[config.mk]
export PLATFORM = sky130hd
export DESIGN_NAME = quoted_word_tokenizer
export DESIGN_NICKNAME = d
export VERILOG_FILES = /design/src/sv/qwt_pkg.sv /design/src/sv/qwt_core.sv /design/src/sv/qwt_out_buf.sv /design/src/sv/quoted_word_tokenizer.sv
export SDC_FILE = /design/constraint.sdc
export NUM_CORES = 1
export LEC_CHECK = 0
export ABC_CLOCK_PERIOD_IN_PS = 6300
export BUFFER_PORTS_ARGS = -buffer_cell sky130_fd_sc_hd__buf_4
export CORE_MARGIN = 2
export CORE_UTILIZATION = 58
export CTS_CLUSTER_SIZE = 24
export DETAILED_ROUTE_END_ITERATION = 10
export PLACE_DENSITY = 0.87
export SETUP_SLACK_MARGIN = 0.15
export SLEW_MARGIN = 20
export SYNTH_ARGS = -nofsm -noshare
export SYNTH_HDL_FRONTEND = slang
export SYNTH_SLANG_ARGS = --single-unit
[constraint.sdc]
create_clock -name clk -period 6.3 [get_ports clk]
set_clock_uncertainty 0.15 [all_clocks]
set_input_delay 0.315 -clock clk [delete_from_list [all_inputs] [get_ports clk]]
set_output_delay 0.315 -clock clk [all_outputs]
set_load 0.05 [all_outputs]
[src/sv/qwt_pkg.sv]
// ----------------------------------------------------------------------------
// qwt_pkg: shared types and constants of the quoted word tokenizer
// Character codes, line limit, the result record and the error codes.
// ----------------------------------------------------------------------------
`default_nettype none

package qwt_pkg;

  localparam int unsigned LINE_LENGTH = 256;
  // Positions are reported in 8/9-bit fields, so a line holds at most 256 characters.
  localparam logic [8:0] LINE_LIMIT = (LINE_LENGTH > 256) ? 9'd256 : 9'(LINE_LENGTH);

  localparam logic [8:0] WORD_LIMIT_RESET = 9'd256;

  localparam logic [7:0] CH_SPACE  = 8'h20;
  localparam logic [7:0] CH_TAB    = 8'h09;
  localparam logic [7:0] CH_CR     = 8'h0D;
  localparam logic [7:0] CH_LF     = 8'h0A;
  localparam logic [7:0] CH_BSLASH = 8'h5C;
  localparam logic [7:0] CH_SQUOTE = 8'h27;
  localparam logic [7:0] CH_DQUOTE = 8'h22;

  typedef enum logic [1:0] {
    ERR_NONE       = 2'd0,
    ERR_OPEN_QUOTE = 2'd1,
    ERR_WORD_LONG  = 2'd2,
    ERR_LINE_LONG  = 2'd3
  } qwt_err_t;

  typedef enum logic {
    OP_CHAR = 1'b0,
    OP_EOL  = 1'b1
  } qwt_op_t;

  typedef struct packed {
    logic       char_valid;
    logic [7:0] cooked_char;
    logic       word_end;
    logic [7:0] word_start;
    logic [8:0] word_stop;
    logic [8:0] word_length;
    logic       word_quoted;
    qwt_err_t   error_kind;
  } qwt_result_t;

endpackage

`default_nettype wire

[src/sv/qwt_core.sv]
// ----------------------------------------------------------------------------
// qwt_core: tokenizer state and per-character decision
// Holds quote, escape and word state; turns one item into at most one result.
// ----------------------------------------------------------------------------
`default_nettype none

module qwt_core (
  input  wire logic                clk,
  input  wire logic                rst_n,
  input  wire logic                item_go,
  input  wire qwt_pkg::qwt_op_t    item_op,
  input  wire logic [7:0]          item_char,
  input  wire logic [8:0]          word_limit,
  output logic                     res_valid,
  output qwt_pkg::qwt_result_t     res
);

  logic       in_single_r, in_single_nxt;
  logic       in_double_r, in_double_nxt;
  logic       escape_r, escape_nxt;
  logic       in_word_r, in_word_nxt;
  logic       saw_quote_r, saw_quote_nxt;
  logic       discard_r, discard_nxt;
  logic [8:0] cooked_r, cooked_nxt;
  logic [8:0] line_pos_r, line_pos_nxt;
  logic [7:0] start_r, start_nxt;

  logic blank;
  logic do_keep;

  assign blank = (item_char == qwt_pkg::CH_SPACE) || (item_char == qwt_pkg::CH_TAB) ||
                 (item_char == qwt_pkg::CH_CR) || (item_char == qwt_pkg::CH_LF);

  always_comb begin
    in_single_nxt = in_single_r;
    in_double_nxt = in_double_r;
    escape_nxt    = escape_r;
    in_word_nxt   = in_word_r;
    saw_quote_nxt = saw_quote_r;
    discard_nxt   = discard_r;
    cooked_nxt    = cooked_r;
    line_pos_nxt  = line_pos_r;
    start_nxt     = start_r;
    res_valid     = 1'b0;
    res           = '0;
    do_keep       = 1'b0;

    if (item_op == qwt_pkg::OP_EOL) begin
      if (!discard_r) begin
        if (in_single_r || in_double_r) begin
          res_valid      = 1'b1;
          res.error_kind = qwt_pkg::ERR_OPEN_QUOTE;
        end else if (in_word_r) begin
          res_valid        = 1'b1;
          res.word_end     = 1'b1;
          res.word_start   = start_r;
          res.word_stop    = line_pos_r;
          res.word_length  = cooked_r;
          res.word_quoted  = saw_quote_r;
        end
      end
      // start a fresh line
      in_single_nxt = 1'b0;
      in_double_nxt = 1'b0;
      escape_nxt    = 1'b0;
      in_word_nxt   = 1'b0;
      saw_quote_nxt = 1'b0;
      discard_nxt   = 1'b0;
      cooked_nxt    = '0;
      line_pos_nxt  = '0;
      start_nxt     = '0;
    end else if (discard_r) begin
      // drop the rest of the line
    end else if (line_pos_r >= qwt_pkg::LINE_LIMIT) begin
      res_valid      = 1'b1;
      res.error_kind = qwt_pkg::ERR_LINE_LONG;
      discard_nxt    = 1'b1;
    end else begin
      line_pos_nxt = line_pos_r + 9'd1;
      if (escape_r) begin
        escape_nxt = 1'b0;
        do_keep    = 1'b1;
      end else if (in_word_r || !blank) begin
        if (!in_word_r) begin
          in_word_nxt   = 1'b1;
          start_nxt     = line_pos_r[7:0];
          cooked_nxt    = '0;
          saw_quote_nxt = 1'b0;
        end
        if (!in_single_r && !in_double_r && blank) begin
          res_valid       = 1'b1;
          res.word_end    = 1'b1;
          res.word_start  = start_nxt;
          res.word_stop   = line_pos_r;
          res.word_length = cooked_nxt;
          res.word_quoted = saw_quote_nxt;
          in_word_nxt     = 1'b0;
        end else if (!in_single_r && item_char == qwt_pkg::CH_BSLASH) begin
          escape_nxt = 1'b1;
        end else if (!in_double_r && item_char == qwt_pkg::CH_SQUOTE) begin
          saw_quote_nxt = 1'b1;
          in_single_nxt = !in_single_r;
        end else if (!in_single_r && item_char == qwt_pkg::CH_DQUOTE) begin
          saw_quote_nxt = 1'b1;
          in_double_nxt = !in_double_r;
        end else begin
          do_keep = 1'b1;
        end
      end
    end

    if (do_keep) begin
      res_valid = 1'b1;
      if (cooked_nxt >= word_limit) begin
        res.error_kind = qwt_pkg::ERR_WORD_LONG;
        discard_nxt    = 1'b1;
      end else begin
        cooked_nxt      = cooked_nxt + 9'd1;
        res.char_valid  = 1'b1;
        res.cooked_char = item_char;
      end
    end
  end

  always_ff @(posedge clk) begin
    if (!rst_n) begin
      in_single_r <= 1'b0;
      in_double_r <= 1'b0;
      escape_r    <= 1'b0;
      in_word_r   <= 1'b0;
      saw_quote_r <= 1'b0;
      discard_r   <= 1'b0;
      cooked_r    <= '0;
      line_pos_r  <= '0;
      start_r     <= '0;
    end else if (item_go) begin
      in_single_r <= in_single_nxt;
      in_double_r <= in_double_nxt;
      escape_r    <= escape_nxt;
      in_word_r   <= in_word_nxt;
      saw_quote_r <= saw_quote_nxt;
      discard_r   <= discard_nxt;
      cooked_r    <= cooked_nxt;
      line_pos_r  <= line_pos_nxt;
      start_r     <= start_nxt;
    end
  end

endmodule

`default_nettype wire

[src/sv/qwt_out_buf.sv]
// ----------------------------------------------------------------------------
// qwt_out_buf: two-entry result buffer
// Result register plus skid entry, so the core keeps running under a stall until both entries are full.
// ----------------------------------------------------------------------------
`default_nettype none

module qwt_out_buf (
  input  wire logic                 clk,
  input  wire logic                 rst_n,
  input  wire logic                 push,
  input  wire qwt_pkg::qwt_result_t push_data,
  output logic                      full,
  output logic                      pop,
  output logic                      head_valid,
  output qwt_pkg::qwt_result_t      head_data,
  input  wire logic                 head_ready
);

  qwt_pkg::qwt_result_t d0_r, d0_nxt;
  qwt_pkg::qwt_result_t d1_r, d1_nxt;
  logic [1:0]           cnt_r, cnt_nxt;

  assign head_valid = (cnt_r != 2'd0);
  assign head_data  = d0_r;
  assign full       = (cnt_r == 2'd2);
  assign pop        = head_valid && head_ready;

  always_comb begin
    d0_nxt  = d0_r;
    d1_nxt  = d1_r;
    cnt_nxt = cnt_r;
    if (pop) begin
      d0_nxt  = d1_r;
      cnt_nxt = cnt_r - 2'd1;
    end
    if (push) begin
      // write the first free slot after the pop
      if (cnt_nxt == 2'd0) begin
        d0_nxt = push_data;
      end else begin
        d1_nxt = push_data;
      end
      cnt_nxt = cnt_nxt + 2'd1;
    end
  end

  always_ff @(posedge clk) begin
    d0_r <= d0_nxt;
    d1_r <= d1_nxt;
    if (!rst_n) begin
      cnt_r <= '0;
    end else begin
      cnt_r <= cnt_nxt;
    end
  end

endmodule

`default_nettype wire

[src/sv/quoted_word_tokenizer.sv]
// ----------------------------------------------------------------------------
// quoted_word_tokenizer: shell-style word splitter with quotes and escapes
// Input register, tokenizer core and two-entry result buffer.
// ----------------------------------------------------------------------------
// One raw character per input word (in_tlast marks end of line). Each word
// is registered, then decided combinationally by the tokenizer core, which
// updates quote/escape/word state and produces at most one result: a cooked
// character, a word end with its start, stop, length and quoted flag, or an
// error. The block takes one character per clock while the result buffer
// has room; the limit is the single state update per character in the core.
// A two-entry result buffer lets input continue while the output side
// stalls, until both entries are full. The user writes the word length limit
// on the cfg channel only while idle; the block does not enforce it. Reset 256.
`default_nettype none

module quoted_word_tokenizer (
  input  wire logic        clk,
  input  wire logic        rst_n,
  // configuration: max_word_length
  input  wire logic        cfg_valid,
  output logic             cfg_ready,
  input  wire logic [8:0]  cfg_data,
  // input stream
  input  wire logic        in_tvalid,
  output logic             in_tready,
  input  wire logic [7:0]  in_tdata,   // [7:0] char_code
  input  wire logic        in_tlast,   // operation (1 = end of line)
  // result stream
  output logic             out_tvalid,
  input  wire logic        out_tready,
  output logic [39:0]      out_tdata,  // [7:0] cooked_char, [15:8] word_start,
                                       // [24:16] word_stop, [33:25] word_length,
                                       // [34] word_quoted, [39:35] zero
  output logic             out_tlast,  // word_end
  output logic [2:0]       out_tuser   // [0] char_valid, [2:1] error_kind
);

  logic [8:0]        word_max_r;
  logic [8:0]        word_limit;
  logic              s1_valid_r;
  qwt_pkg::qwt_op_t  s1_op_r;
  logic [7:0]        s1_char_r;
  logic              s1_go;
  logic              buf_full;
  logic              buf_pop;
  logic              res_valid;

  qwt_pkg::qwt_result_t res;
  qwt_pkg::qwt_result_t head;

  assign cfg_ready = 1'b1;

  always_ff @(posedge clk) begin
    if (!rst_n) begin
      word_max_r <= qwt_pkg::WORD_LIMIT_RESET;
    end else if (cfg_valid) begin
      word_max_r <= cfg_data;
    end
  end

  // anything above 256 behaves as 256
  assign word_limit = word_max_r[8] ? 9'd256 : word_max_r;

  assign s1_go     = s1_valid_r && (!buf_full || buf_pop);
  assign in_tready = !s1_valid_r || s1_go;

  always_ff @(posedge clk) begin
    if (in_tvalid && in_tready) begin
      s1_op_r   <= qwt_pkg::qwt_op_t'(in_tlast);
      s1_char_r <= in_tdata;
    end
    if (!rst_n) begin
      s1_valid_r <= 1'b0;
    end else if (in_tready) begin
      s1_valid_r <= in_tvalid;
    end
  end

  qwt_core u_core (
    .clk        (clk),
    .rst_n      (rst_n),
    .item_go    (s1_go),
    .item_op    (s1_op_r),
    .item_char  (s1_char_r),
    .word_limit (word_limit),
    .res_valid  (res_valid),
    .res        (res)
  );

  qwt_out_buf u_out_buf (
    .clk        (clk),
    .rst_n      (rst_n),
    .push       (s1_go && res_valid),
    .push_data  (res),
    .full       (buf_full),
    .pop        (buf_pop),
    .head_valid (out_tvalid),
    .head_data  (head),
    .head_ready (out_tready)
  );

  assign out_tdata = {5'd0, head.word_quoted, head.word_length, head.word_stop,
                      head.word_start, head.cooked_char};
  assign out_tlast = head.word_end;
  assign out_tuser = {head.error_kind, head.char_valid};

endmodule

`default_nettype wire
# Yosys cells after proc, flatten, opt, wreduce, memory -nomap -nowiden
# Cells that the tools add are included.
# W data, S select, Z words.
dict set report op_classes {
  n_reduce_logical 31
  bitwise 1
  mux 102
  n_eq_ne 14
  order_cmp 2
  addsub 4
}
# op count
set ops {}
lappend ops {{$mux W28} 6}
lappend ops {{$mux W9} 14}
lappend ops {{$mux W39} 3}
lappend ops {{$mux W30} 3}
lappend ops {{$mux W1} 65}
lappend ops {{$mux W8} 6}
lappend ops {{$eq A8 B4 Y1 const B} 3}
lappend ops {{$eq A8 B6 Y1 const B} 3}
lappend ops {{$add A9 B1 Y9 const B} 2}
lappend ops {{$ne A2 B2 Y1 const B} 6}
lappend ops {{$mux W2} 5}
lappend ops {{$ge A9 B9 Y1} 1}
lappend ops {{$ge A9 B9 Y1 const B} 1}
lappend ops {{$logic_and A1 B1 Y1} 9}
lappend ops {{$reduce_and A9 Y1} 1}
lappend ops {{$eq A8 B7 Y1 const B} 1}
lappend ops {{$reduce_and A8 Y1} 1}
lappend ops {{$reduce_bool A2 Y1} 4}
lappend ops {{$logic_or A1 B1 Y1} 7}
lappend ops {{$logic_not A1 Y1} 5}
lappend ops {{$reduce_and A5 Y1} 1}
lappend ops {{$reduce_and A3 Y1} 1}
lappend ops {{$add A2 B1 Y2 const B} 1}
lappend ops {{$eq A2 B2 Y1 const B} 1}
lappend ops {{other kinds (4)} 4}
dict set report word_totals {
  register_bits 131
  inputBits 23
  wordCells 184
  output_inout_bits 47
}

# Longest topological paths before layout
# Gate-level depths: netlist of run 1.
dict set report depth {
  word_depth 16
  mapped_depth 16
  mapped_depth_nobuf 11
}

# Cells and area by module
# A second synthesis of run 1 with hierarchy kept.
dict set report unflattened {
  cells_unflattened 596
  hier_area_um2 6124.6
}
# mod cells_each seq_area_each_um2 area_per_inst_um2 n_inst
set modules_own_cells {}
lappend modules_own_cells {qwt_out_buf 229 1991.9 2995.4 1}
lappend modules_own_cells {qwt_core 306 640.6 2357.3 1}
lappend modules_own_cells {quoted_word_tokenizer 61 470.5 772.0 1}

# Least setup slack after synthesis of run 1
# OpenSTA, ideal clock, no wires.
dict set report synth_timing {
  kind {register to register}
  startpoint {register s1_char_r[0]}
  endpoint {register u_out_buf.d1_r[0] in the netlist's numbering, enable pin}
  t_arrival_ns 3.772
  synth_period_minus_slack_ns 4.358
  n_path_buf 2
  setup_ns 0.435
  path_stages_with_launch 9
  slack_ns 1.942
  path_cell_list {edfxtp_1 -> buf_6 -> or4b_1 -> or3_1 -> buf_2 -> a2111oi_4 -> a211oi_2 -> nand2b_1 -> nor2_1}
}
dict set report synth_via {
  elab_chain_len 14
  word_cells_on_any_way 34
  classes_between {eq/ne (7); mux (16); reduce/logical (11)}
}
# item line_no
set synth_lines {}
lappend synth_lines {{start, declared} quoted_word_tokenizer.sv:42} ;# logic [7:0] s1_char_r;
lappend synth_lines {{start signal, assigned} quoted_word_tokenizer.sv:70} ;# s1_char_r <= in_tdata;
lappend synth_lines {{$eq A8 B6 Y1 (tied with other cells)} qwt_core.sv:103} ;# end else if (!in_single_r && item_char == qwt_pkg::CH_DQUOTE) begin
lappend synth_lines {{$logic_and A1 B1 Y1 / $logic_or A1 B1 Y1 (equally long branches)} {qwt_core.sv:103, qwt_core.sv:31}}
lappend synth_lines {{$mux W1 / $logic_or A1 B1 Y1 (equally long branches)} {qwt_core.sv:103, qwt_core.sv:31}}
lappend synth_lines {{$mux W1 / $logic_or A1 B1 Y1 (equally long branches)} {qwt_core.sv:100, qwt_core.sv:32}}
lappend synth_lines {{$mux W1 (tied with other cells)} qwt_core.sv:98} ;# end else if (!in_single_r && item_char == qwt_pkg::CH_BSLASH) begin
lappend synth_lines {{$mux W1 / $logic_or A1 B1 Y1 (equally long branches)} {qwt_core.sv:90, qwt_core.sv:83}}
lappend synth_lines {{$mux W1} qwt_core.sv:83} ;# end else if (in_word_r || !blank) begin
lappend synth_lines {{$mux W1} qwt_core.sv:80} ;# if (escape_r) begin
lappend synth_lines {{$mux W1} qwt_core.sv:74} ;# end else if (line_pos_r >= qwt_pkg::LINE_LIMIT) begin
lappend synth_lines {{$mux W1} qwt_core.sv:72} ;# end else if (discard_r) begin
lappend synth_lines {{$mux W1} qwt_core.sv:48} ;# if (item_op == qwt_pkg::OP_EOL) begin
lappend synth_lines {{$mux W1 (*)} qwt_core.sv:112} ;# if (do_keep) begin
lappend synth_lines {{$logic_and A1 B1 Y1 (*)} quoted_word_tokenizer.sv:93} ;# .push (s1_go && res_valid),
lappend synth_lines {{$reduce_and A2 Y1 (no source line) (*)} -}
lappend synth_lines {{end signal, assigned} qwt_out_buf.sv:49} ;# d1_r <= d1_nxt;
lappend synth_lines {{end, declared} qwt_out_buf.sv:20} ;# qwt_pkg::qwt_result_t d1_r, d1_nxt;
# Mark *: on every way between the ends. The rest lies on a longest branch, timed or not.
# A chain may end at the register's enable or synchronous reset.

# Worst setup path in the final report of run 1
dict set report layout_timing {
  startpoint {register s1_char_r[0]}
  endpoint {register u_core.cooked_r[6]}
}
dict set report layout_via {
  elab_chain_len 14
  word_cells_on_any_way 34
  classes_between {add/sub (1); order compare (1); eq/ne (7); mux (16); reduce/logical (9)}
}
# item line_no
set layout_lines {}
lappend layout_lines {{$eq A8 B6 Y1 / $eq A8 B4 Y1 (equally long branches)} qwt_core.sv:31} ;# assign blank = (item_char == qwt_pkg::CH_SPACE) || (item_char == qwt_pkg::CH_TAB) ||
lappend layout_lines {{$logic_or A1 B1 Y1 (2 in series)} qwt_core.sv:31}
lappend layout_lines {{$logic_or A1 B1 Y1} qwt_core.sv:32} ;# (item_char == qwt_pkg::CH_CR) || (item_char == qwt_pkg::CH_LF);
lappend layout_lines {{$logic_not A1 Y1} qwt_core.sv:83}
lappend layout_lines {{$logic_or A1 B1 Y1} qwt_core.sv:83}
lappend layout_lines {{$mux W9} qwt_core.sv:83}
lappend layout_lines {{$mux W9} qwt_core.sv:80}
lappend layout_lines {{$mux W9} qwt_core.sv:74}
lappend layout_lines {{$mux W9} qwt_core.sv:72}
lappend layout_lines {{$mux W9} qwt_core.sv:48}
lappend layout_lines {{$add A9 B1 Y9 / $ge A9 B9 Y1 (equally long branches)} {qwt_core.sv:118, qwt_core.sv:114}}
lappend layout_lines {{$mux W9} qwt_core.sv:114} ;# if (cooked_nxt >= word_limit) begin
lappend layout_lines {{$mux W9 (*)} qwt_core.sv:112}
lappend layout_lines {{end signal, assigned} qwt_core.sv:143} ;# cooked_r <= cooked_nxt;
lappend layout_lines {{end, declared} qwt_core.sv:24} ;# logic [8:0] cooked_r, cooked_nxt;
# Marked as above.

==> results.ini, run 1 <==
[routing]
routed_wl_mm = 13.84
drc_errors = 0
viasPerCell = 5.716
avgRoutedWirePerCell_microns = 16.24
drt_iter0_drc = 421
vias = 4870
drt_first_pass_iters = 8
ant_nets = 0

[synth]
yosys-top-cells-area = dfxtp_1, edfxtp_1, nand2_1
synth-main-ff-cell = dfxtp_1
synth_area_per_cell_sq_um = 9.841
synth-async-reset-ratio_pct = 0
synthDistinctLibCells = 65
ys_ff_latch = 131
seq_area_frac_synth_pct = 50.45
yosys.area.top_type_share_pct = 27.01
syn_inst = 625
synth_edf_count = 48
ys_warn_count = 0
yosys.area.top_type = dfxtp_1
synth_area_sq_um = 6151

[global_route]
gr-usage-met2_pct = 42.45
grt_use_met3_pct = 5.714
antenna_found_initial = 0
grtUsageTotal_pct = 24.63
grt_pass1_wl_mm = 22.31
grt_overflow = 0
grt_max_degree = 45
grt_pass1_vias = 4639
grt_use_met1_pct = 30.55
grt.busiest_layer = met2

[run_status]
status = finished, final reports clean

[floorplanning]
die_h_microns = 107.0
start_util_pct = 59.58
core_area_sq_um = 10320
io_pins = 70
std_cell_rows = 37
die_w_microns = 107.0
die_area_sq_um = 11440

[setup_path]
critPathKind = register to register
required_ns = 6.54
crit_arrival_ns = 5.01
critPathCaptureType = register
r2r-start = s1_char_r[0]
crit_path_start = s1_char_r[0]
crit_end = u_core.cooked_r[6]
r2r_cells = 11
critPathMaxFanout = 21
start_kind = register
timing.reg2reg.setup_slack_ns = 1.53
timing.rr.end = u_core.cooked_r[6]

[timing]
period_share_pct = 75.77
fin_crit_ns = 4.773
slew_violations = 0
hold_viol_final = 0
grt_setup_unrepaired = false
max_freq_mhz = 209.5
worstMarginPinSlew_ns = 1.029
setup_tns_ns = 0
maxSlewHeadroom_pct = 30.84
setup_viol = 0

[hold_path]
hold_class = primary input to register
hold_path.startpoint = cfg_valid

[finish]
layout_common_cells = nand2_1, dfxtp_1, buf_4
final_nets = 742
syn2layout_area_growth_pct = 22.27
fin_cells = 852
antenna_cells = 0
layout_commonest_cell = nand2_1
layout-drive-gt1-share_pct = 21.09

[power]
irDropWorstVdd_v = 0.0003870
power_density_nw_per_um2 = 451.9
leakagePower_uw = 0.003155

[clock_tree]
cts_max_level = 4
cts_max_path_buffers = 2
clock_sinks = 131
cts_tree = built
numCtsBuffers = 17
clock_latency_ns = 0.51
cts.reportedPaths.clkPinSlew_ns = 0.06
cts_root_buf = clkbuf_8

[placement]
portBuffers = 63
place_congestion = 0.9566
dp.cells = 798
hpwlAfterDp_mm = 8.755

[run]
maxCapViolations = 0

## report_power, final
group | total (uW) | switching [uW] | internal, uW
Clock | 1000 | 358 | 642
Sequential | 1150 | 92.5 | 1060
Combinational | 1250 | 807 | 441
Total | 3400 | 1260 | 2140
## cell usage after synthesis, types with 10 or more instances
cell	count
nand2_1	146
dfxtp_1	83
edfxtp_1	48
and2_1	47
nor2_1	35
mux2_2	29
clkbuf_1	20
a21oi_1	16
ha_1	15
nand3_1	14
inv_1	13
o21ai_0	13
mux2_4	10
## logic make-up after synthesis
| family | synth area share [%] |
|---|---|
| and+or+nand+nor | 23.19 |
| adders and majority gates | 3.051 |
| buffers and inverters | 4.089 |
| muxes | 9.215 |
| other | 0.1221 |
| xor gates and xnor gates | 0.7119 |
| DFF | 50.45 |
| AOI/OAI and AO/OA | 9.175 |
## sequential cells by signal, summed over array words and instances, names as in the netlist, 2 cells and up
signal / flops
word_max_r: 9
s1_char_r: 8
u_core.cooked_r: 9
u_core.line_pos_r: 9
u_out_buf.head_data: 39
u_core.start_r: 8
u_out_buf.d1_r: 39
u_out_buf.cnt_r: 2
## stage by stage
stage	total power [uW]	hold slack (ns)	instance area (sq um)	setup WS, ns	utilization (%)
after CTS	3400	0.02162	7486	1.328	72.51
after detailed placement	2387	0.3130	6663	1.383	64.54
after floorplan	2068	0.2639	6166	1.942	-
final	3399	0.02965	7521	1.527	72.85
after global placement	2343	0.3025	6663	1.599	64.54
after global routing	3550	0.02845	7521	1.123	72.85
## routing by layer
metal / routed length, microns / vias up / part of all wire [%]
met5: 0 / - / 0
met4: 266 / 0 / 1.9
met3: 739 / 31 / 5.3
met2: 7029 / 183 / 51
met1: 5803 / 2336 / 42
li1: - / 2320 / -
## critical path, stage by stage, from the launching register on
cell and delay [ns]:
edfxtp_1 0.50, or4b_1 0.57, or3_1 0.46, a31oi_1 0.62, nand2_1 0.18, ha_1 0.32
nand2b_1 0.15, a211oi_1 0.24, o211ai_1 0.17, a211oi_4 0.68, a21oi_1 0.13, or3b_2 0.47
## final cells by class
cell class / count / area, sq um
clock buffer: 19 / 421.7
tap: 136 / 170.2
timing repair buffer: 91 / 750.7
inverter: 14 / 52.55
fill: 684 / 2803
clock inverter: 12 / 181.4
sequential: 131 / 3103
multi-input combinational: 449 / 2841
## worst min-delay path by stage
stage                                    to  cells after the start
after floorplan                s1_char_r[0]                      0
after global routing          word_max_r[4]                      3
after global placement    u_core.start_r[6]                      1
after CTS                     word_max_r[7]                      3
final                         word_max_r[3]                      3
after detailed placement  u_core.start_r[1]                      1
## what timing repair did
item / in CTS / in global routing
endpoints found under the hold margin: 22 / 0
resized for setup: 0 / 0
hold buffers: 22 / 0
buffers inserted: 0 / 0
No activity file was read; power rests on OpenSTA's default activity.
==> run 2: changes to the inputs <==
--- a/config.mk
+++ b/config.mk
@@ -5,13 +5,13 @@
 export SDC_FILE = /design/constraint.sdc
 export NUM_CORES = 1
 export LEC_CHECK = 0
-export ABC_CLOCK_PERIOD_IN_PS = 6300
+export ABC_CLOCK_PERIOD_IN_PS = 3900
 export BUFFER_PORTS_ARGS = -buffer_cell sky130_fd_sc_hd__buf_4
 export CORE_MARGIN = 2
-export CORE_UTILIZATION = 58
+export CORE_UTILIZATION = 53
 export CTS_CLUSTER_SIZE = 24
 export DETAILED_ROUTE_END_ITERATION = 10
-export PLACE_DENSITY = 0.87
+export PLACE_DENSITY = 0.84
 export SETUP_SLACK_MARGIN = 0.15
 export SLEW_MARGIN = 20
 export SYNTH_ARGS = -nofsm -noshare
==> constraint.sdc (replaced) <==
create_clock -name clk -period 3.9 [get_ports clk]
set_clock_uncertainty 0.15 [all_clocks]
set_input_delay 0.195 -clock clk [delete_from_list [all_inputs] [get_ports clk]]
set_output_delay 0.195 -clock clk [all_outputs]
set_load 0.05 [all_outputs]
==> results.ini, run 2 (same netlist as run 1, synthesis figures left out) <==
[setup_path]
critPathMaxFanout = 5  ; -76%
required_ns = 4.05  ; -2.49 ns
crit_path_cell_trace = or4b_4 > or3_4 > a31oi_4 > buf_4 > buf_2 > and2_4 > ha_2 > o21ai_0 > o211ai_1 > a211oi_4 > buf_4 > a21oi_2 > or3b_4
cp_slowest_stage_delay_ns = 0.57  ; -0.11 ns
path_common_cell = buf_4
critPathKind = register to register
crit_family = simple AND/OR/NAND/NOR gates
cp_num_buf_inv = 3  ; +3
start_kind = register
critPathCaptureType = register
crit_arrival_ns = 3.96  ; -1.05 ns
cp_slowest_cell = or4b_4

[finish]
layout-drive-gt1-share_pct = 26.24  ; +5.1 points
final_nets = 772  ; +4.0%
layout_commonest_cell = nand2_1
fill_cells = 803  ; +17%
fin_util_pct = 69.29  ; -3.6 points
syn2layout_area_growth_pct = 28.07
antenna_cells = 0  ; unchanged
layout_common_cells = nand2_1, buf_4, dfxtp_1

[timing]
setup_viol = 0  ; unchanged
maxSlewHeadroom_pct = 30.75  ; -0.091 points
max_freq_mhz = 262.7  ; +25%
hold_viol_final = 0  ; unchanged
grt_setup_unrepaired = true
slew_violations = 0  ; unchanged
setup_tns_ns = 0  ; unchanged
setup_ws_ns = 0.09312  ; -1.433 ns
worstMarginPinSlew_ns = 1.034  ; +0.004458 ns
period_share_pct = 97.61  ; +22 points
fin_crit_ns = 3.807  ; -0.9665 ns

[power]
power.internal_uw = 3483  ; +63%
seq_power_share_pct = 33.3  ; -0.6 points
clock_power_share_pct = 29.2  ; -0.2 points
power_density_nw_per_um2 = 706.8  ; +56%
comb_power_share_pct = 37.4  ; +0.7 points
net-switching-power_uw = 2084  ; +66%
leakagePower_uw = 0.003316  ; +5.1%
irDropWorstVdd_v = 0.0004858  ; +26%
p_sw_share_pct = 37.44  ; +0.43 points

[placement]
place_congestion = 0.8746  ; -8.6%
post-place-ws_ns = -0.00004485  ; -1.383 ns
portBuffers = 63  ; unchanged
hpwlAfterDp_mm = 9.352  ; +6.8%

[clock_tree]
cts_max_level = 4  ; unchanged
cts_root_buf = clkbuf_16
clock_sinks = 131  ; unchanged
cts_tree = built
clock_latency_ns = 0.43  ; -0.08 ns
cts.reportedPaths.clkPinSlew_ns = 0.06  ; about the same
numCtsBuffers = 17  ; unchanged
cts_max_path_buffers = 2  ; unchanged

[routing]
ant_nets = 0  ; unchanged
drt_iter0_drc = 434  ; +3.1%
viasPerCell = 5.567  ; -2.6%
routed_wl_mm = 14.17  ; +2.4%
drt_first_pass_iters = 6  ; -2
vias = 4955  ; +1.7%
drc_errors = 0  ; unchanged
avgRoutedWirePerCell_microns = 15.92  ; -2.0%

[global_route]
grt_pass1_vias = 4940  ; +6.5%
grt_pass1_wl_mm = 23.05  ; +3.3%
grt_max_degree = 29  ; -36%
antenna_found_initial = 0  ; unchanged
grtUsageTotal_pct = 23.05  ; -1.6 points
grt_overflow = 0  ; unchanged

[floorplanning]
std_cell_rows = 39  ; +5.4%
die_area_sq_um = 12480  ; +9.1%
core_area_sq_um = 11370  ; +10%
start_util_pct = 54.10  ; -5.5 points
die_w_microns = 111.7  ; +4.4%
io_pins = 70  ; unchanged
die_h_microns = 111.7  ; +4.4%

[run_status]
status = finished, final reports clean

[hold_path]
hold_class = primary input to register

[run]
maxCapViolations = 0  ; unchanged

[run 2: per-stage QoR]
step	cells	power [uW]	hold WS, ns	cell area (sq um)
2_1_floorplan	629	3345	0.1439	6187
3_3_place_gp	821	3833	0.2245	6798
3_5_place_dp	821	3902	0.2245	6798
4_1_cts	886	5576	0.0001183	7732
5_1_grt	890	5826	0.03953	7878
6_report	890	5568	0.01590	7878
[run 2: area by class of cell]
type,count,area [sq um],share of cell area (%)
Sequential cell,131,3103,39.39
Multi-Input combinational cell,449,2947,37.40
Timing Repair Buffer,121,988.4,12.55
Clock buffer,18,429.2,5.448
Clock inverter,14,178.9,2.271
Tap cell,143,178.9,2.271
Inverter,14,52.55,0.6671
[run 2: final timing paths]
path	startpoint	cells past startpoint	slack [ns]	end
min	cfg_valid	3	0.02	word_max_r[5]
max	s1_char_r[0]	13	0.09	u_core.cooked_r[6]
max reg2reg	s1_char_r[0]	13	0.09	u_core.cooked_r[6]
min reg2reg	u_core.start_r[2]	1	0.32	u_core.start_r[2]
[run 2: tightest hold or removal path: stages]
cell	delay (ns)
buf_4	0.18
mux2i_1	0.09
nor2_1	0.08
[run 2: power by group through the flow]
stage / logic, uW / clock network [uW] / registers (uW)
2_1_floorplan: 868 / 0 / 2480
3_3_place_gp: 1960 / 0 / 1870
3_5_place_dp: 2020 / 0 / 1880
4_1_cts: 2070 / 1650 / 1860
5_1_grt: 2230 / 1710 / 1890
6_report: 2080 / 1630 / 1860
[run 2: repair_timing]
| item | in CTS | in global routing |
|---|---|---|
| gates resized for setup | 2 | 22 |
| setup endpoints to repair | 25 | 27 |
| hold buffers | 27 | 0 |
| pin swaps | 1 | 10 |
| gates cloned | 0 | 1 |
| endpoints found under the hold margin | 26 | 0 |
| buffers inserted | 6 | 3 |
[run 2: metal layers]
layer	GRT usage [%]	wire (microns)
met4	10.21	372
met1	27.02	5782
met3	6.151	851
met2	39.72	7160
met5	0	0
